$ cat src/rtl/ddo_pkg.sv
package ddo_pkg;

    // Number format of the pose and of all intermediate values.
    localparam int WORD_W = 32;
    localparam int FRAC   = 16;

    // Unit widths: magnitude product, shifted dividend and rounded quotient.
    localparam int PROD_W = 2 * WORD_W;
    localparam int NUM_W  = WORD_W + FRAC;
    localparam int QUO_W  = NUM_W + 1;

    // Angle constants, Q30 for the CORDIC and rounded to nearest to the word format.
    localparam int    CQ          = 30;
    localparam longint PI_Q30     = 64'sd3373259426;
    localparam longint TWO_PI_Q30 = 64'sd6746518852;
    localparam longint Q30_HALF   = 64'sd1 <<< (CQ - 1 - FRAC);

    localparam logic signed [WORD_W-1:0] PI_Q =
        WORD_W'((PI_Q30 + Q30_HALF) >>> (CQ - FRAC));
    localparam logic signed [WORD_W-1:0] TWO_PI_Q =
        WORD_W'((TWO_PI_Q30 + Q30_HALF) >>> (CQ - FRAC));
    localparam logic signed [WORD_W-1:0] ONE_Q = WORD_W'(64'sd1 <<< FRAC);

    // Gyro mode codes.
    localparam logic [1:0] MODE_WHEEL = 2'd0;
    localparam logic [1:0] MODE_GYRO  = 2'd1;
    localparam logic [1:0] MODE_FULL  = 2'd2;

    // Configuration register indexes.
    localparam logic REG_TRACK = 1'b0;
    localparam logic REG_MODE  = 1'b1;

    typedef struct packed {
        logic                     func;
        logic signed [WORD_W-1:0] left_dist;
        logic signed [WORD_W-1:0] right_dist;
        logic signed [WORD_W-1:0] gyro_angle;
        logic signed [WORD_W-1:0] set_x;
        logic signed [WORD_W-1:0] set_y;
        logic signed [WORD_W-1:0] set_heading;
    } t_odo_in;

    typedef struct packed {
        logic signed [WORD_W-1:0] pos_x;
        logic signed [WORD_W-1:0] pos_y;
        logic signed [WORD_W-1:0] heading;
        logic                     moved;
    } t_odo_out;

    // Magnitude of a signed word; the most negative value maps to 2^(W-1).
    function automatic logic [WORD_W-1:0] ddo_mag(input logic signed [WORD_W-1:0] v);
        return v[WORD_W-1] ? (~v + 1'b1) : v;
    endfunction

    // Saturate a sum that grew by one bit back to the word range.
    function automatic logic signed [WORD_W-1:0] ddo_sat(input logic signed [WORD_W:0] v);
        logic signed [WORD_W-1:0] res;
        if (v[WORD_W] != v[WORD_W-1]) begin
            res = v[WORD_W] ? {1'b1, {(WORD_W-1){1'b0}}} : {1'b0, {(WORD_W-1){1'b1}}};
        end else begin
            res = v[WORD_W-1:0];
        end
        return res;
    endfunction

    // Sign and magnitude to a saturated signed word.
    function automatic logic signed [WORD_W-1:0] ddo_from_sm(input logic neg,
                                                             input logic [QUO_W-1:0] m);
        logic [QUO_W-1:0]         lim;
        logic signed [WORD_W-1:0] res;
        lim = QUO_W'({1'b0, {(WORD_W-1){1'b1}}}) + QUO_W'(neg);
        if (m > lim) begin
            res = neg ? {1'b1, {(WORD_W-1){1'b0}}} : {1'b0, {(WORD_W-1){1'b1}}};
        end else if (neg) begin
            res = -m[WORD_W-1:0];
        end else begin
            res = m[WORD_W-1:0];
        end
        return res;
    endfunction

endpackage

$ cat src/rtl/ddo_mul.sv
module ddo_mul (
    input  logic                          i_clk,
    input  logic                          i_rst_n,
    input  logic                          i_start,
    input  logic signed [ddo_pkg::WORD_W-1:0] i_a,
    input  logic signed [ddo_pkg::WORD_W-1:0] i_b,
    output logic                          o_done,
    output logic signed [ddo_pkg::WORD_W-1:0] o_res
);
    import ddo_pkg::*;

    logic [PROD_W-1:0] r_prod;
    logic              r_neg;
    logic              r_stage;
    logic              r_done;
    logic signed [WORD_W-1:0] r_res;
    logic [PROD_W:0]   rnd_sum;

    // Round to nearest, ties away from zero, on the magnitude.
    assign rnd_sum = {1'b0, r_prod} + ((PROD_W + 1)'(1) << (FRAC - 1));

    // Stage one multiplies magnitudes, stage two rounds and saturates.
    always_ff @(posedge i_clk) begin
        if (!i_rst_n) begin
            r_stage <= 1'b0;
            r_done  <= 1'b0;
        end else begin
            r_stage <= i_start;
            r_done  <= r_stage;
        end
        if (i_start) begin
            r_prod <= PROD_W'(ddo_mag(i_a)) * PROD_W'(ddo_mag(i_b));
            r_neg  <= i_a[WORD_W-1] ^ i_b[WORD_W-1];
        end
        if (r_stage) begin
            r_res <= ddo_from_sm(r_neg, rnd_sum[PROD_W:FRAC]);
        end
    end

    assign o_done = r_done;
    assign o_res  = r_res;

endmodule

$ cat config.mk
export PLATFORM = sky130hd
export DESIGN_NAME = ddo_mul
export DESIGN_NICKNAME = d
export VERILOG_FILES = /design/src/rtl/ddo_pkg.sv /design/src/rtl/ddo_mul.sv
export SDC_FILE = /design/constraint.sdc
export NUM_CORES = 2
export LEC_CHECK = 0
export BUFFER_PORTS_ARGS = -buffer_cell sky130_fd_sc_hd__buf_4
export CORE_MARGIN = 4
export CORE_UTILIZATION = 50
export DETAILED_ROUTE_END_ITERATION = 16
export GPL_TIMING_DRIVEN = 0
export PLACE_DENSITY = 0.62
export SLEW_MARGIN = 20
export SYNTH_ARGS = -nofsm -noshare
export SYNTH_HDL_FRONTEND = slang
export SYNTH_SLANG_ARGS = --single-unit
$ cat constraint.sdc
create_clock -name i_clk -period 30.6 [get_ports i_clk]
set_clock_uncertainty 0.1 [all_clocks]
set_input_delay 1.53 -clock i_clk [delete_from_list [all_inputs] [get_ports i_clk]]
set_output_delay 1.53 -clock i_clk [all_outputs]
set_load 0.1 [all_outputs]
==> impl_metrics.toml <==
[logic_synthesis]
yosysMostFrequentCell = "inv_1"
yosys.area.top_type_share_pct = 45.4
synthArstFlopShare_pct = 0
synth.cells.most_frequent = "930 x inv_1, 895 x fa_1, 584 x nor2_1"
synth_edf_count = 82
ys_ff_latch = 84
synth_area_per_cell_um2 = 8.80
synth.net_count = 5748
biggest_area_contributors_in_the_synthesized_netlist = "fa_1 45%, ha_1 9.4%, inv_1 8.8%"
yosysUniqueCellTypes = 93
synthesis.area_mm2 = 0.0395
ys.flop_type = "edfxtp_1"
synth_warnings = 0
synth_seq_area_share_pct = 6.34
post_synth_inst_count = 4490
synth.largest_area_cell = "fa_1"

[status]
run_status = "complete, no violations"

[timing]
timing.max_slew.rel_slack_pct = 11.8
setup-tns-final_ns = 0
tightestPinTransition_ns = 1.32
fmax_mhz = 68.0
finalWorstPathRequiredPeriod_ns = 14.70
grt_setup_unrepaired = "false"
hold_violations = 0
finalCritPeriodShare_pct = 48.0
final_slew_violations = 0
setup_viol_count_final = 0

[floorplan]
io_pins = 100
floorplan.die.width_um = 289
floorplan.core_area_mm2 = 0.0778
fp-row-count = 102
floorplan.initialDensity_pct = 50.7
die_ht_um = 289
full_die_area_mm2 = 0.0835

[layout]
design.final.nets = 5865
area_delta_synth_final_pct = 7.01
finalCoreUtilization_pct = 54.3
drive_gt1_share_pct = 5.59
postLayoutCellArea_mm2 = 0.0423

[drt]
drtAntennaViolNets = 0
drt_wl_total_um = 150000
via_per_inst = 5.88
wire_per_inst_um = 26.5
drt_drc_violations_left = 0
vias = 33300
detail_route.first_pass.iterations = 8
drtIter0Drc = 3327

[flow_run]
count_of_max_cap_constraint_violations = 0

[worst_setup_path]
worstPathRequired_ns = 30.60
cell_mode_on_critical_path = "fa_1"
cpLargestDelayFamily = "adder cells"
crit_path_end_kind = "flip-flop"
startpoint_type = "input port"
timing.setup.critical_path_class = "in -> reg"
slowest_stage_cell_cp = "clkbuf_1"
path_max_fanout = 11
crit_path_max_incr_delay_ns = 0.93
worst-endpoint-arrival_ns = 14.70
cp.buffers_inverters = 10

[place]
place_congestion = 1.05
number_of_buffers_inserted_by_port_buffering = 96
place_hpwl_um = 126000
postPlaceCellArea_mm2 = 0.0419

[cts]
clock_tree_from_tritoncts = "built"
clkSlewWorstSetupHoldPaths_ns = 0.07
clock_latency_ns = 0.37
clock_tree.buffer_depth = 2
clock_sink_count = 84
cts_buffers = 9
h_tree_level_count = 3
post_cts_resized = 0
cts_hold_repair.buffers = 0
post_cts.repair.setup_buffers = 0
clk_root_buffer_cell = "clkbuf_16"

[global_routing]
global_route.overflow_total = 0
grt_first_pass_wirelength_um = 219000
global_route.usage.met1_pct = 46.6
grt_max_degree = 52
number_of_global_route_vias_before_repair = 33600
use_met3_pct = 11.4
grt_usage_pct = 36.5
grt_most_used_layer = "met2"
grt_antenna_before_repair = 5
use_met2_pct = 53.1

[min_path]
hold_path_class = "reg -> reg"
## path summary, 6_finish.rpt
check	start	endpoint	slack, ns	cells after the start
worst max-delay path	i_a[0]	r_prod[58]$_DFFE_PP_	15.90	34
worst min-delay path	r_stage$_SDFF_PN0_	o_res[10]$_DFFE_PP_	0.71	0
worst max register to register	r_prod[15]$_DFFE_PP_	o_res[31]$_DFFE_PP_	24.96	17
worst min register to register	r_stage$_SDFF_PN0_	o_res[10]$_DFFE_PP_	0.71	0
## final cells by class
cell class	count	area, µm²
Sequential cell	84	2500
Inverter	931	3490
Clock inverter	7	67.6
Antenna cell	2	5.00
Tap cell	1040	1300
Timing Repair Buffer	106	845
Fill cell	7448	35600
Multi-Input combinational cell	3268	33000
Buffer	207	850
Clock buffer	9	225
## per-stage QoR
stage | cells | setup slack, ns | hold WS, ns
finish | 5654 | 15.90 | 0.713
CTS | 5651 | 16.42 | 0.730
global route | 5652 | 15.71 | 0.783
detailed placement | 5635 | 16.08 | 0.713
global placement | 5626 | 16.16 | 0.747
floorplan | 4490 | 19.54 | 0.641
## state kept, by name, summed over array words and instances, names as in the netlist
register,cells
r_stage,1
r_prod,49
o_res,32
o_done,1
r_neg,1
## cell families (layout without fill, tap and decap cells)
kind of cell / after synthesis / count (layout) / synth area share, %
other: 0 / 2 / 0
XOR/XNOR: 190 / 190 / 4.35
multiplexers: 14 / 14 / 0.367
AND/OR/NAND/NOR: 1508 / 1508 / 16.7
AO/OA/AOI/OAI: 365 / 365 / 6.48
adder cells (fa/ha/maj): 1191 / 1191 / 54.7
buffers and inverters: 1138 / 1260 / 11.0
flip-flops: 84 / 84 / 6.34
## layout by cell type (no fill, tap or decap), types with 33 or more instances in the layout
cell type	n
nand4_1	61
xor2_1	56
o21ai_0	67
fa_1	895
clkbuf_1	163
nand3_1	60
edfxtp_1	82
nand2_1	578
buf_4	101
ha_1	296
xnor2_1	90
inv_1	930
nor2_1	584
buf_2	33
a21oi_1	83
## layer usage
metal	share of wire, %	vias up
met5	0.026	-
met1	36	16800
met4	8.9	6
met2	43	1916
met3	12	521
li1	-	14000
## worst reg2reg max path: stages (launching register included)
cell	delay, ns
edfxtp_1	0.48
ha_1	0.33
and4_1	0.22
buf_2	0.16
nand3_1	0.37
nor2_1	0.11
xnor2_1	0.53
inv_1	0.22
ha_1	0.35
nand4_1	0.08
or2_2	0.15
nor2_1	0.08
o21ai_0	0.08
o21ai_0	0.19
o41ai_1	0.59
clkbuf_1	0.49
a31oi_1	0.45
a2111o_1	0.40
Power is left out: the tool's default activity adds up to more than one toggle a clock period on the data nets, which glitch-free logic cannot reach.
