**src/rtl/ddo_pkg.sv**
```systemverilog
package ddo_pkg;

    // Number format of the pose and of all intermediate values.
    localparam int WORD_W = 32;
    localparam int FRAC   = 16;

    // Unit widths: magnitude product, shifted dividend and rounded quotient.
    localparam int PROD_W = 2 * WORD_W;
    localparam int NUM_W  = WORD_W + FRAC;
    localparam int QUO_W  = NUM_W + 1;

    // Angle constants, Q30 for the CORDIC and rounded to nearest to the word format.
    localparam int    CQ          = 30;
    localparam longint PI_Q30     = 64'sd3373259426;
    localparam longint TWO_PI_Q30 = 64'sd6746518852;
    localparam longint Q30_HALF   = 64'sd1 <<< (CQ - 1 - FRAC);

    localparam logic signed [WORD_W-1:0] PI_Q =
        WORD_W'((PI_Q30 + Q30_HALF) >>> (CQ - FRAC));
    localparam logic signed [WORD_W-1:0] TWO_PI_Q =
        WORD_W'((TWO_PI_Q30 + Q30_HALF) >>> (CQ - FRAC));
    localparam logic signed [WORD_W-1:0] ONE_Q = WORD_W'(64'sd1 <<< FRAC);

    // Gyro mode codes.
    localparam logic [1:0] MODE_WHEEL = 2'd0;
    localparam logic [1:0] MODE_GYRO  = 2'd1;
    localparam logic [1:0] MODE_FULL  = 2'd2;

    // Configuration register indexes.
    localparam logic REG_TRACK = 1'b0;
    localparam logic REG_MODE  = 1'b1;

    typedef struct packed {
        logic                     func;
        logic signed [WORD_W-1:0] left_dist;
        logic signed [WORD_W-1:0] right_dist;
        logic signed [WORD_W-1:0] gyro_angle;
        logic signed [WORD_W-1:0] set_x;
        logic signed [WORD_W-1:0] set_y;
        logic signed [WORD_W-1:0] set_heading;
    } t_odo_in;

    typedef struct packed {
        logic signed [WORD_W-1:0] pos_x;
        logic signed [WORD_W-1:0] pos_y;
        logic signed [WORD_W-1:0] heading;
        logic                     moved;
    } t_odo_out;

    // Magnitude of a signed word; the most negative value maps to 2^(W-1).
    function automatic logic [WORD_W-1:0] ddo_mag(input logic signed [WORD_W-1:0] v);
        return v[WORD_W-1] ? (~v + 1'b1) : v;
    endfunction

    // Saturate a sum that grew by one bit back to the word range.
    function automatic logic signed [WORD_W-1:0] ddo_sat(input logic signed [WORD_W:0] v);
        logic signed [WORD_W-1:0] res;
        if (v[WORD_W] != v[WORD_W-1]) begin
            res = v[WORD_W] ? {1'b1, {(WORD_W-1){1'b0}}} : {1'b0, {(WORD_W-1){1'b1}}};
        end else begin
            res = v[WORD_W-1:0];
        end
        return res;
    endfunction

    // Sign and magnitude to a saturated signed word.
    function automatic logic signed [WORD_W-1:0] ddo_from_sm(input logic neg,
                                                             input logic [QUO_W-1:0] m);
        logic [QUO_W-1:0]         lim;
        logic signed [WORD_W-1:0] res;
        lim = QUO_W'({1'b0, {(WORD_W-1){1'b1}}}) + QUO_W'(neg);
        if (m > lim) begin
            res = neg ? {1'b1, {(WORD_W-1){1'b0}}} : {1'b0, {(WORD_W-1){1'b1}}};
        end else if (neg) begin
            res = -m[WORD_W-1:0];
        end else begin
            res = m[WORD_W-1:0];
        end
        return res;
    endfunction

endpackage

```
**src/rtl/ddo_div.sv**
```systemverilog
module ddo_div (
    input  logic                          i_clk,
    input  logic                          i_rst_n,
    input  logic                          i_start,
    input  logic [ddo_pkg::NUM_W-1:0]     i_num,
    input  logic [ddo_pkg::WORD_W-1:0]    i_den,
    input  logic                          i_neg,
    output logic                          o_done,
    output logic signed [ddo_pkg::WORD_W-1:0] o_quo,
    output logic [ddo_pkg::WORD_W-1:0]    o_rem
);
    import ddo_pkg::*;

    localparam int CNT_W = $clog2(NUM_W);

    logic [NUM_W-1:0]  r_num;
    logic [NUM_W-1:0]  r_quo;
    logic [WORD_W-1:0] r_rem;
    logic [WORD_W-1:0] r_den;
    logic              r_neg;
    logic              r_zero;
    logic [CNT_W-1:0]  r_cnt;
    logic              r_run;
    logic              r_fin;
    logic              r_done;
    logic signed [WORD_W-1:0] r_res;

    logic [WORD_W:0]   trial;
    logic              fits;
    logic              rnd_up;
    logic [QUO_W-1:0]  quo_rnd;

    // One restoring step per cycle.
    assign trial   = {r_rem, r_num[NUM_W-1]};
    assign fits    = trial >= {1'b0, r_den};
    assign rnd_up  = r_rem >= (r_den - r_rem);
    assign quo_rnd = {1'b0, r_quo} + QUO_W'(rnd_up);

    always_ff @(posedge i_clk) begin
        if (!i_rst_n) begin
            r_run  <= 1'b0;
            r_fin  <= 1'b0;
            r_done <= 1'b0;
        end else begin
            r_done <= r_fin;
            r_fin  <= 1'b0;
            if (i_start) begin
                r_run <= 1'b1;
            end else if (r_run && r_cnt == CNT_W'(NUM_W - 1)) begin
                r_run <= 1'b0;
                r_fin <= 1'b1;
            end
        end
        if (i_start) begin
            r_num  <= i_num;
            r_den  <= i_den;
            r_neg  <= i_neg;
            r_zero <= (i_num == '0);
            r_rem  <= '0;
            r_quo  <= '0;
            r_cnt  <= '0;
        end else if (r_run) begin
            r_num <= r_num << 1;
            r_quo <= {r_quo[NUM_W-2:0], fits};
            r_rem <= fits ? WORD_W'(trial - {1'b0, r_den}) : trial[WORD_W-1:0];
            r_cnt <= r_cnt + 1'b1;
        end
        // Final rounding; a zero dividend gives zero, a zero divisor saturates by the quotient's sign.
        if (r_fin) begin
            if (r_zero) begin
                r_res <= '0;
            end else if (r_den == '0) begin
                r_res <= ddo_from_sm(r_neg, {QUO_W{1'b1}});
            end else begin
                r_res <= ddo_from_sm(r_neg, quo_rnd);
            end
        end
    end

    assign o_done = r_done;
    assign o_quo  = r_res;
    assign o_rem  = r_rem;

endmodule

```
**config.mk**
```make
export PLATFORM = sky130hd
export DESIGN_NAME = ddo_div
export DESIGN_NICKNAME = d
export VERILOG_FILES = /design/src/rtl/ddo_pkg.sv /design/src/rtl/ddo_div.sv
export SDC_FILE = /design/constraint.sdc
export NUM_CORES = 1
export LEC_CHECK = 0
export ABC_AREA = 0
export BUFFER_PORTS_ARGS = -buffer_cell sky130_fd_sc_hd__buf_2
export CORE_UTILIZATION = 43
export DETAILED_ROUTE_END_ITERATION = 8
export PLACE_DENSITY_LB_ADDON = 0.12
export SLEW_MARGIN = 15
export SYNTH_ARGS = -nofsm -noshare
export SYNTH_HDL_FRONTEND = slang
export SYNTH_SLANG_ARGS = --single-unit
```
**constraint.sdc**
```tcl
create_clock -name i_clk -period 18.7 [get_ports i_clk]
set_input_delay 1.87 -clock i_clk [delete_from_list [all_inputs] [get_ports i_clk]]
set_output_delay 1.87 -clock i_clk [all_outputs]
set_load 0.01 [all_outputs]
```
==> results.cfg <==
[synthesis]
synthCells = 1689
syn-cell-area_sq_um = 15140
ys_seq_elements = 203
yosys_warnings = 0
synth-main-ff-cell = edfxtp_1
synth_cell_types = 83
avgSynthCellArea_sq_um = 8.963
yosysSeqAreaShare_pct = 34.38
synth_edf_count = 114
async_reset_ff_share_pct = 0
syn_nets = 1906

[routing]
drc = 0
ant_nets = 0
drt-total-wl_mm = 38.76
drt_iter0_drc = 714
vias_per_cell = 5.632
dr.pass1.iters = 5
wl_per_cell_um = 17.20
num_vias = 12690

[power]
switching_share_pct = 31.75
comb_power_share_pct = 27.4
irDropWorstVdd_v = 0.00006882
p_sw_mw = 0.4218
clkPwrFrac_pct = 33.0
leakage_nw = 6.959
power_frac_seq_pct = 39.6
power_density_nw_per_um2 = 78.80
power.total_mw = 1.329
internal-power_mw = 0.9068

[timing]
finClkSkew_ps = 32.07
whs_ps = 466.4
finalSetupViolCount = 0
period_minus_slack_ps = 9791
max_freq_ghz = 0.1021
drv_slew = 0
worst_pin_slew_ps = 961.4
rsz0062_at_grt = no
final.period_utilization_pct = 52.36
hold_viol_final = 0
fin_setup_tns_ps = 0
relSlewSlack_pct = 35.90
timing.final.ws_setup_ps = 8909

[setup_path]
cp_common_cell = ha_1
start_kind = flip-flop
slowest_stage = or4_2
path_class = reg2reg
crit_fanout = 58
max_stage_delay_ps = 1130
cp-end-kind = flip-flop
cp.required_ps = 19040
cp.arrival_ps = 10140

[floorplan]
rows = 68
die_w_um = 189.6
initial_utilization_pct = 43.72
die_h_um = 189.6
fp.coreArea_sq_um = 34630
io_pins = 149
dieArea_sq_um = 35960

[clocking]
cts_buffers = 24
cts_tree = built
htreeDepth = 1
cts_hold_buf = 0
post_cts_buffers = 0
clock_sink_count = 203
clk_latency_ps = 560
clockBufferDepth = 3
clk_pin_slew_ps = 60
root_buffer = clkbuf_16
cts_resized = 0

[global_routing]
grt_usage_pct = 21.18
grt_pass1_vias = 11990
gr-total-overflow = 0
grt_max_degree = 106
grt_pass1_wl_mm = 62.02
antenna_found_initial = 0

[finish]
diodes = 0
fillers = 3310
layout.nets = 1998
fin_area_sq_um = 16860
layout.cells.non_filler = 2254
fin_util_pct = 48.69
drive_above_1_share_pct = 15.95
synthToLayoutAreaGrowth_pct = 11.38

[run_status]
status = complete, no violations

[worst_hold_path]
min_path_type = reg2reg

[place]
dp_hpwl_mm = 28.83
dpl.cell_count = 2210
pre_cts_ws_ps = 9061
gp_congestion = 0.9059
numPortBuffers = 148
placed_cell_area_sq_um = 16130

[flow_run]
cap_violations = 0
-- critical path, delay by kind of cell (launching register included) --
kind,cells,cell delay [ps]
compound gates,15,3540
xor+xnor,2,520
buf+inv,1,50
flops,1,470
simple gates,9,3090
fa+ha+maj,6,1900
-- cells by family after synthesis --
family / synth area share, %
compound gates: 16.48
flops: 34.38
fa+ha+maj: 11.09
mux: 8.034
simple gates: 19.36
buf+inv: 5.224
xor+xnor: 5.430
-- synth_stat cells (all sizes together) (11+ instances only) --
cell / n / area (sq um)
o32ai: 24 / 210.2
o21a: 20 / 150.1
nor2: 204 / 765.7
nand4: 45 / 302.8
and3: 19 / 118.9
a21o: 27 / 202.7
dfxtp: 89 / 1782
mux2i: 63 / 630.6
xor2: 37 / 331.6
or2: 14 / 90.09
xnor2: 56 / 490.5
nand2b: 17 / 106.4
ha: 131 / 1639
a211oi: 37 / 277.8
edfxtp: 114 / 3423
a31oi: 16 / 100.1
buf: 40 / 212.7
o21ai: 55 / 279.0
nor4: 39 / 262.8
o211ai: 11 / 82.58
nand2: 74 / 280.3
inv: 104 / 390.4
nand3: 48 / 257.8
nor3: 58 / 305.3
mux2: 52 / 585.6
nor2b: 11 / 68.82
a21oi: 112 / 564.3
clkbuf: 50 / 187.7
-- path summary, 6_finish.rpt --
| kind | start | end | slack [ps] | cells after the start |
|---|---|---|---|---|
| worst min-delay path | r_fin | o_done | 470 | 1 |
| worst max register to register | o_rem[0] | o_quo[31] | 8910 | 33 |
| worst min register to register | r_fin | o_done | 470 | 1 |
| worst max-delay path | o_rem[0] | o_quo[31] | 8910 | 33 |
-- area by class of cell --
type,count,area (sq um),share of cell area (%)
flip-flops and latches,203,5209,30.89
clock buffers,36,673.1,3.992
well taps,455,569.3,3.376
multi-input cells,1292,9158,54.31
repair buffers,156,807.0,4.786
inverters,104,390.4,2.315
clock inverters,8,55.05,0.3265
-- power groups by stage --
stage               Clock [mW]  Combinational [mW]  Sequential [mW]
global route             0.468               0.405            0.529
global placement             0               0.356            0.535
finish                   0.439               0.364            0.526
detailed placement           0               0.359            0.535
floorplan                    0               0.273            0.525
CTS                      0.455               0.362            0.526
-- state kept, by name, summed over array words and instances (netlist names) --
signal	count
r_quo	48
r_run	1
o_quo	32
r_den	32
r_num	48
r_cnt	6
o_rem	32
o_done	1
r_fin	1
r_neg	1
r_zero	1
-- cell usage in the layout (no fill, tap or decap), types with 55 or more instances in the layout --
| cell | instances |
|---|---|
| mux2i_1 | 63 |
| nor3_1 | 55 |
| ha_1 | 131 |
| edfxtp_1 | 114 |
| dfxtp_1 | 88 |
| nand2_1 | 73 |
| inv_1 | 104 |
| buf_2 | 147 |
| nor2_1 | 204 |
| xnor2_1 | 56 |
| a21oi_1 | 110 |
-- per-layer routing --
layer | track usage, % | part of all wire (%) | vias up
li1 | - | - | 6437
met1 | 28.93 | 48 | 5949
met2 | 35.22 | 46 | 257
met3 | 2.638 | 3.6 | 51
met4 | 5.459 | 2.3 | 0
met5 | 0 | 0 | -
No activity file was read; power rests on OpenSTA's default activity.
