### src/rtl/ddo_pkg.sv
package ddo_pkg;

    // Number format of the pose and of all intermediate values.
    localparam int WORD_W = 32;
    localparam int FRAC   = 16;

    // Unit widths: magnitude product, shifted dividend and rounded quotient.
    localparam int PROD_W = 2 * WORD_W;
    localparam int NUM_W  = WORD_W + FRAC;
    localparam int QUO_W  = NUM_W + 1;

    // Angle constants, Q30 for the CORDIC and rounded to nearest to the word format.
    localparam int    CQ          = 30;
    localparam longint PI_Q30     = 64'sd3373259426;
    localparam longint TWO_PI_Q30 = 64'sd6746518852;
    localparam longint Q30_HALF   = 64'sd1 <<< (CQ - 1 - FRAC);

    localparam logic signed [WORD_W-1:0] PI_Q =
        WORD_W'((PI_Q30 + Q30_HALF) >>> (CQ - FRAC));
    localparam logic signed [WORD_W-1:0] TWO_PI_Q =
        WORD_W'((TWO_PI_Q30 + Q30_HALF) >>> (CQ - FRAC));
    localparam logic signed [WORD_W-1:0] ONE_Q = WORD_W'(64'sd1 <<< FRAC);

    // Gyro mode codes.
    localparam logic [1:0] MODE_WHEEL = 2'd0;
    localparam logic [1:0] MODE_GYRO  = 2'd1;
    localparam logic [1:0] MODE_FULL  = 2'd2;

    // Configuration register indexes.
    localparam logic REG_TRACK = 1'b0;
    localparam logic REG_MODE  = 1'b1;

    typedef struct packed {
        logic                     func;
        logic signed [WORD_W-1:0] left_dist;
        logic signed [WORD_W-1:0] right_dist;
        logic signed [WORD_W-1:0] gyro_angle;
        logic signed [WORD_W-1:0] set_x;
        logic signed [WORD_W-1:0] set_y;
        logic signed [WORD_W-1:0] set_heading;
    } t_odo_in;

    typedef struct packed {
        logic signed [WORD_W-1:0] pos_x;
        logic signed [WORD_W-1:0] pos_y;
        logic signed [WORD_W-1:0] heading;
        logic                     moved;
    } t_odo_out;

    // Magnitude of a signed word; the most negative value maps to 2^(W-1).
    function automatic logic [WORD_W-1:0] ddo_mag(input logic signed [WORD_W-1:0] v);
        return v[WORD_W-1] ? (~v + 1'b1) : v;
    endfunction

    // Saturate a sum that grew by one bit back to the word range.
    function automatic logic signed [WORD_W-1:0] ddo_sat(input logic signed [WORD_W:0] v);
        logic signed [WORD_W-1:0] res;
        if (v[WORD_W] != v[WORD_W-1]) begin
            res = v[WORD_W] ? {1'b1, {(WORD_W-1){1'b0}}} : {1'b0, {(WORD_W-1){1'b1}}};
        end else begin
            res = v[WORD_W-1:0];
        end
        return res;
    endfunction

    // Sign and magnitude to a saturated signed word.
    function automatic logic signed [WORD_W-1:0] ddo_from_sm(input logic neg,
                                                             input logic [QUO_W-1:0] m);
        logic [QUO_W-1:0]         lim;
        logic signed [WORD_W-1:0] res;
        lim = QUO_W'({1'b0, {(WORD_W-1){1'b1}}}) + QUO_W'(neg);
        if (m > lim) begin
            res = neg ? {1'b1, {(WORD_W-1){1'b0}}} : {1'b0, {(WORD_W-1){1'b1}}};
        end else if (neg) begin
            res = -m[WORD_W-1:0];
        end else begin
            res = m[WORD_W-1:0];
        end
        return res;
    endfunction

endpackage

### src/rtl/ddo_cordic.sv
module ddo_cordic (
    input  logic                          i_clk,
    input  logic                          i_rst_n,
    input  logic                          i_start,
    input  logic signed [ddo_pkg::WORD_W-1:0] i_ang,
    output logic                          o_done,
    output logic signed [ddo_pkg::WORD_W-1:0] o_sin,
    output logic signed [ddo_pkg::WORD_W-1:0] o_cos
);
    import ddo_pkg::*;

    localparam int Z_W   = 34;
    localparam int STEPS = 30;
    localparam int CNT_W = 5;

    localparam logic signed [Z_W-1:0] GAIN    = 34'sd652032874;
    localparam logic signed [Z_W-1:0] PI_Z    = Z_W'(PI_Q30);
    localparam logic signed [Z_W-1:0] HALF_PI = 34'sd1686629713;
    localparam logic signed [Z_W-1:0] RND     = Z_W'(Q30_HALF);

    localparam logic [1:0] PH_IDLE = 2'd0;
    localparam logic [1:0] PH_RUN  = 2'd1;
    localparam logic [1:0] PH_FLIP = 2'd2;
    localparam logic [1:0] PH_OUT  = 2'd3;

    // Arctangent of 2^-i in Q30.
    function automatic logic signed [Z_W-1:0] atan_q30(input logic [CNT_W-1:0] idx);
        logic signed [Z_W-1:0] v;
        unique case (idx)
            5'd0:  v = 34'sd843314856;
            5'd1:  v = 34'sd497837829;
            5'd2:  v = 34'sd263043836;
            5'd3:  v = 34'sd133525158;
            5'd4:  v = 34'sd67021686;
            5'd5:  v = 34'sd33543515;
            5'd6:  v = 34'sd16775850;
            5'd7:  v = 34'sd8388437;
            5'd8:  v = 34'sd4194282;
            5'd9:  v = 34'sd2097149;
            5'd10: v = 34'sd1048575;
            5'd11: v = 34'sd524287;
            5'd12: v = 34'sd262143;
            5'd13: v = 34'sd131071;
            5'd14: v = 34'sd65535;
            5'd15: v = 34'sd32767;
            5'd16: v = 34'sd16383;
            5'd17: v = 34'sd8191;
            5'd18: v = 34'sd4095;
            5'd19: v = 34'sd2047;
            5'd20: v = 34'sd1023;
            5'd21: v = 34'sd511;
            5'd22: v = 34'sd255;
            5'd23: v = 34'sd127;
            5'd24: v = 34'sd63;
            5'd25: v = 34'sd31;
            5'd26: v = 34'sd15;
            5'd27: v = 34'sd8;
            5'd28: v = 34'sd4;
            5'd29: v = 34'sd2;
            default: v = '0;
        endcase
        return v;
    endfunction

    logic [1:0]            r_phase;
    logic [CNT_W-1:0]      r_cnt;
    logic signed [Z_W-1:0] r_x;
    logic signed [Z_W-1:0] r_y;
    logic signed [Z_W-1:0] r_z;
    logic                  r_flip;
    logic                  r_done;
    logic signed [WORD_W-1:0] r_sin;
    logic signed [WORD_W-1:0] r_cos;

    logic signed [Z_W-1:0] z0;
    logic signed [Z_W-1:0] sx;
    logic signed [Z_W-1:0] sy;
    logic signed [Z_W-1:0] x_rnd;
    logic signed [Z_W-1:0] y_rnd;

    // Angle in Q30; it is already reduced to within pi.
    assign z0    = Z_W'(signed'({{(Z_W-WORD_W){i_ang[WORD_W-1]}}, i_ang}) <<< (CQ - FRAC));
    assign sx    = r_x >>> r_cnt;
    assign sy    = r_y >>> r_cnt;
    assign x_rnd = (r_x + RND) >>> (CQ - FRAC);
    assign y_rnd = (r_y + RND) >>> (CQ - FRAC);

    always_ff @(posedge i_clk) begin
        if (!i_rst_n) begin
            r_phase <= PH_IDLE;
            r_done  <= 1'b0;
        end else begin
            r_done <= 1'b0;
            unique case (r_phase)
                PH_IDLE: begin
                    if (i_start) begin
                        r_phase <= PH_RUN;
                    end
                end
                PH_RUN: begin
                    if (r_cnt == CNT_W'(STEPS - 1)) begin
                        r_phase <= PH_FLIP;
                    end
                end
                PH_FLIP: begin
                    r_phase <= PH_OUT;
                end
                PH_OUT: begin
                    r_phase <= PH_IDLE;
                    r_done  <= 1'b1;
                end
                default: r_phase <= PH_IDLE;
            endcase
        end
        // Fold the angle into the right half plane, then rotate.
        if (i_start && r_phase == PH_IDLE) begin
            r_x   <= GAIN;
            r_y   <= '0;
            r_cnt <= '0;
            if (z0 > HALF_PI) begin
                r_z    <= z0 - PI_Z;
                r_flip <= 1'b1;
            end else if (z0 < -HALF_PI) begin
                r_z    <= z0 + PI_Z;
                r_flip <= 1'b1;
            end else begin
                r_z    <= z0;
                r_flip <= 1'b0;
            end
        end else if (r_phase == PH_RUN) begin
            r_cnt <= r_cnt + 1'b1;
            if (r_z >= 0) begin
                r_x <= r_x - sy;
                r_y <= r_y + sx;
                r_z <= r_z - atan_q30(r_cnt);
            end else begin
                r_x <= r_x + sy;
                r_y <= r_y - sx;
                r_z <= r_z + atan_q30(r_cnt);
            end
        end else if (r_phase == PH_FLIP && r_flip) begin
            r_x <= -r_x;
            r_y <= -r_y;
        end else if (r_phase == PH_OUT) begin
            r_sin <= y_rnd[WORD_W-1:0];
            r_cos <= x_rnd[WORD_W-1:0];
        end
    end

    assign o_done = r_done;
    assign o_sin  = r_sin;
    assign o_cos  = r_cos;

endmodule

### config.mk
export PLATFORM = sky130hd
export DESIGN_NAME = ddo_cordic
export DESIGN_NICKNAME = d
export VERILOG_FILES = /design/src/rtl/ddo_pkg.sv /design/src/rtl/ddo_cordic.sv
export SDC_FILE = /design/constraint.sdc
export NUM_CORES = 1
export LEC_CHECK = 0
export ABC_CLOCK_PERIOD_IN_PS = 8100
export CORE_ASPECT_RATIO = 1.2
export CORE_MARGIN = 2
export CORE_UTILIZATION = 60
export DETAILED_ROUTE_END_ITERATION = 6
export DONT_BUFFER_PORTS = 1
export PLACE_DENSITY = 0.82
export SYNTH_ARGS = -nofsm -noshare
export SYNTH_HDL_FRONTEND = slang
export SYNTH_SLANG_ARGS = --single-unit
### constraint.sdc
create_clock -name i_clk -period 8.1 [get_ports i_clk]
set_clock_uncertainty 0.05 [all_clocks]
set_input_delay 1.62 -clock i_clk [delete_from_list [all_inputs] [get_ports i_clk]]
set_output_delay 1.62 -clock i_clk [all_outputs]
set_load 0.01 [all_outputs]
==> results.md <==
* Initial antenna violation count at 0
* TritonCTS clock tree: done
* CTS H-tree lvls at 4
* Max-slew headroom at 6.90%
* Vias in the first global route at 18400
* Yosys reg bits at 181
* Count leader, synth: nand2_1
* Initial Util at 61.0%
* Max-cap violations at 0
* Reg clk slew, reported paths at 0.08 ns
* Placer's final routability congestion estimate at 1.01
* Clk sinks at 181
* Startpoint types: flop
* Largest family of logic cells by synthesized area: compound AO/OA/AOI/OAI gates
* Max frequency at 0.137 GHz
* Root buf cell: clkbuf_16
* Drt total wl at 61100 microns
* Core ar. at 34100 sq um
* Nets@finish at 2537
* WL/cell at 21.5 microns
* Status: finished clean
* Pre-CTS setup slack at 1.01 ns
* Hold Crit Start: r_x[0]
* Cts hold-fix bufs at 0
* Cell taking the most area after synthesis: edfxtp_1
* Hpwl dp at 45100 microns
* Num ports at 100
* Final instance area at 21200 sq um
* Setup-failing EPs final at 0
* RSZ-0062 raised after global routing: false
* Synth top area share at 10.8%
* Crit end category: flop
* Number of vias per cell at 6.77
* Buffers on Ports at 0
* Setup total negative slack at 0 ns
* XOR/XNOR Fraction of Synth Area at 12.3%
* Final min period at 7.28 ns
* Area occupied by multi-input gates at 15100 sq um
* Die ar. at 36200 sq um
* Post-CTS Resized at 0
* Worst-Skew Late Latency at 0.50 ns
* Peak fanout along the critical path at 75
* GR Layer Usage met3 at 5.01%
* Met2 Use GR at 56.7%
* Total GRT Usage at 33.4%
* WP data arrival at 7.64 ns
* CTS max path bufs at 2
* Diode count at 0
* Synth Area in Compound Gates at 23.6%
* First-pass GRT wire length at 97500 microns
* Die Y at 208 microns
* Antenna Nets Post-Route at 0
* Final period util at 89.9%
* Area post-placement at 20600 sq um
* Synth Cell Area at 20800 sq um
* R2r setup slk at 0.82 ns
* Final hold vios at 0
* Mapped Cells at 2528
* EDFF count, synth at 75
* Kind of critical path: flop to flop
* Area contributors post-synth: edfxtp_1 11%, dfxtp_1 10%, ha_1 7.7%
* Top cells by count, synth: 216 x nand2_1, 203 x nor2_1, 203 x o21ai_0, 183 x a21oi_1, 157 x xnor2_1
* Residual DRC at 0
* Hold EP: r_x[0]
* Ratio of cells with drive above 1 in the final layout at 8.31%
* Grt ovf at 0
* Setup Buffers After CTS at 0
* Post-synth top flop: dfxtp_1
* Reg area at 4390 sq um
* Slew @ Worst Pin at 1.38 ns
* Reg2reg start: r_cnt[1]
* Total CTS buffers at 17
* Async SR Flop Fraction at 0%
* Synthesis-to-finish area growth at 1.97%
* R2R depth at 20
* Reg2reg end: r_y[33]
* Starting DRC count in detailed routing at 1835
* Synth cell types at 91
* Hold crit path type: flop to flop
* Row count at 74
* Min-Delay Path Depth at 2
* GRT Max-Usage Layer: met2
* Mean Syn Cell Area at 8.23 sq um
* Setup WS post-layout at 0.820 ns
* Simple-Gate Fraction of Synth Area at 16.9%
* Sequential-to-total area share from yosys stat at 21.0%
* Post-synthesis mux area share at 11.9%
* Routed vias at 19200
* Mapped Nets at 2694
* Yosys warns at 0
* GRT met1 Usage at 40.6%
* Pin count of the biggest net entering global routing at 76
* WP data required at 8.46 ns
* Die W at 174 microns
* Slew Limit Fails at 0
* Router iterations before antenna repair at 5
* Adder-Cell Fraction of Synth Area at 7.99%
* Fillers at 2999
==> worst max path at each step <==
stage               startpoint      end  slack, ns  depth (start not counted)
finish                r_cnt[1]  r_y[33]       0.82                         20
global route          r_cnt[1]  r_y[33]       0.35                         20
CTS                   r_cnt[1]  r_y[33]       0.99                         20
detailed placement    r_cnt[1]  r_y[33]       1.01                         20
global placement      r_cnt[1]  r_y[33]       1.35                         20
floorplan             r_cnt[4]  r_x[29]       2.15                         29
==> metal layers <==
metal  up-vias  routed length (microns)
met1      9273                    24200
met3       191                     3860
met4         0                     3120
li1       8977                        -
met5         -                        0
met2       778                    29900
==> final cells by class <==
class | instances | area share, %
Multi-Input combinational cell | 2064 | 71.4
Sequential cell | 181 | 20.7
Tap cell | 456 | 2.69
Clock buffer | 17 | 2.01
Inverter | 76 | 1.35
Timing Repair Buffer | 31 | 1.10
Clock inverter | 15 | 0.738
==> critical path, cell delays in order, from the launching register on <==
cell and delay [ns]:
dfxtp_4 1.05, mux4_1 0.73, mux2i_1 0.39, mux2i_1 0.24, a2111oi_4 0.60, nand4_1 0.18
or3_1 0.54, or2_2 0.38, o21ai_0 0.26, xor2_1 0.12, ha_1 0.39, nand3_1 0.15
nor2_1 0.24, nand3_1 0.10, nand3b_1 0.22, a21boi_0 0.40, o21ai_0 0.26, a311oi_1 0.41
a31oi_1 0.18, nand3_1 0.10, nor3b_1 0.19
==> stage by stage <==
step / cells / utilization [%] / hold slack (ns)
after floorplan: 2528 / - / 0.435
after global placement: 2808 / 60.5 / 0.456
after detailed placement: 2808 / 60.5 / 0.466
after CTS: 2840 / 62.2 / 0.475
after global routing: 2840 / 62.2 / 0.507
final: 2840 / 62.2 / 0.486
==> logic make-up after synthesis <==
kind of cell | Yosys count
adder cells (fa/ha/maj) | 131
multiplexers | 153
AO/OA/AOI/OAI | 762
AND/OR/NAND/NOR | 725
XOR/XNOR | 293
buffers and inverters | 283
flip-flops | 181
==> placed cells by master, fill, tap and decap left out, types with 22 or more instances in the layout <==
cell	instances
o31ai_1	40
mux2_2	26
a21o_1	74
nand2b_1	24
nand2_1	215
inv_1	73
a211oi_1	50
or3_1	46
xnor2_1	157
nand3_1	52
nor3_1	30
mux2i_1	58
xor2_1	136
dfxtp_1	101
mux4_2	55
edfxtp_1	75
buf_4	31
nand4_1	24
ha_1	126
a31oi_1	22
and3_1	25
nor2_1	202
a21oi_1	183
o21ai_0	203
Power is left out: the tool's default activity adds up to more than one toggle a clock period on the data nets, which glitch-free logic cannot reach.
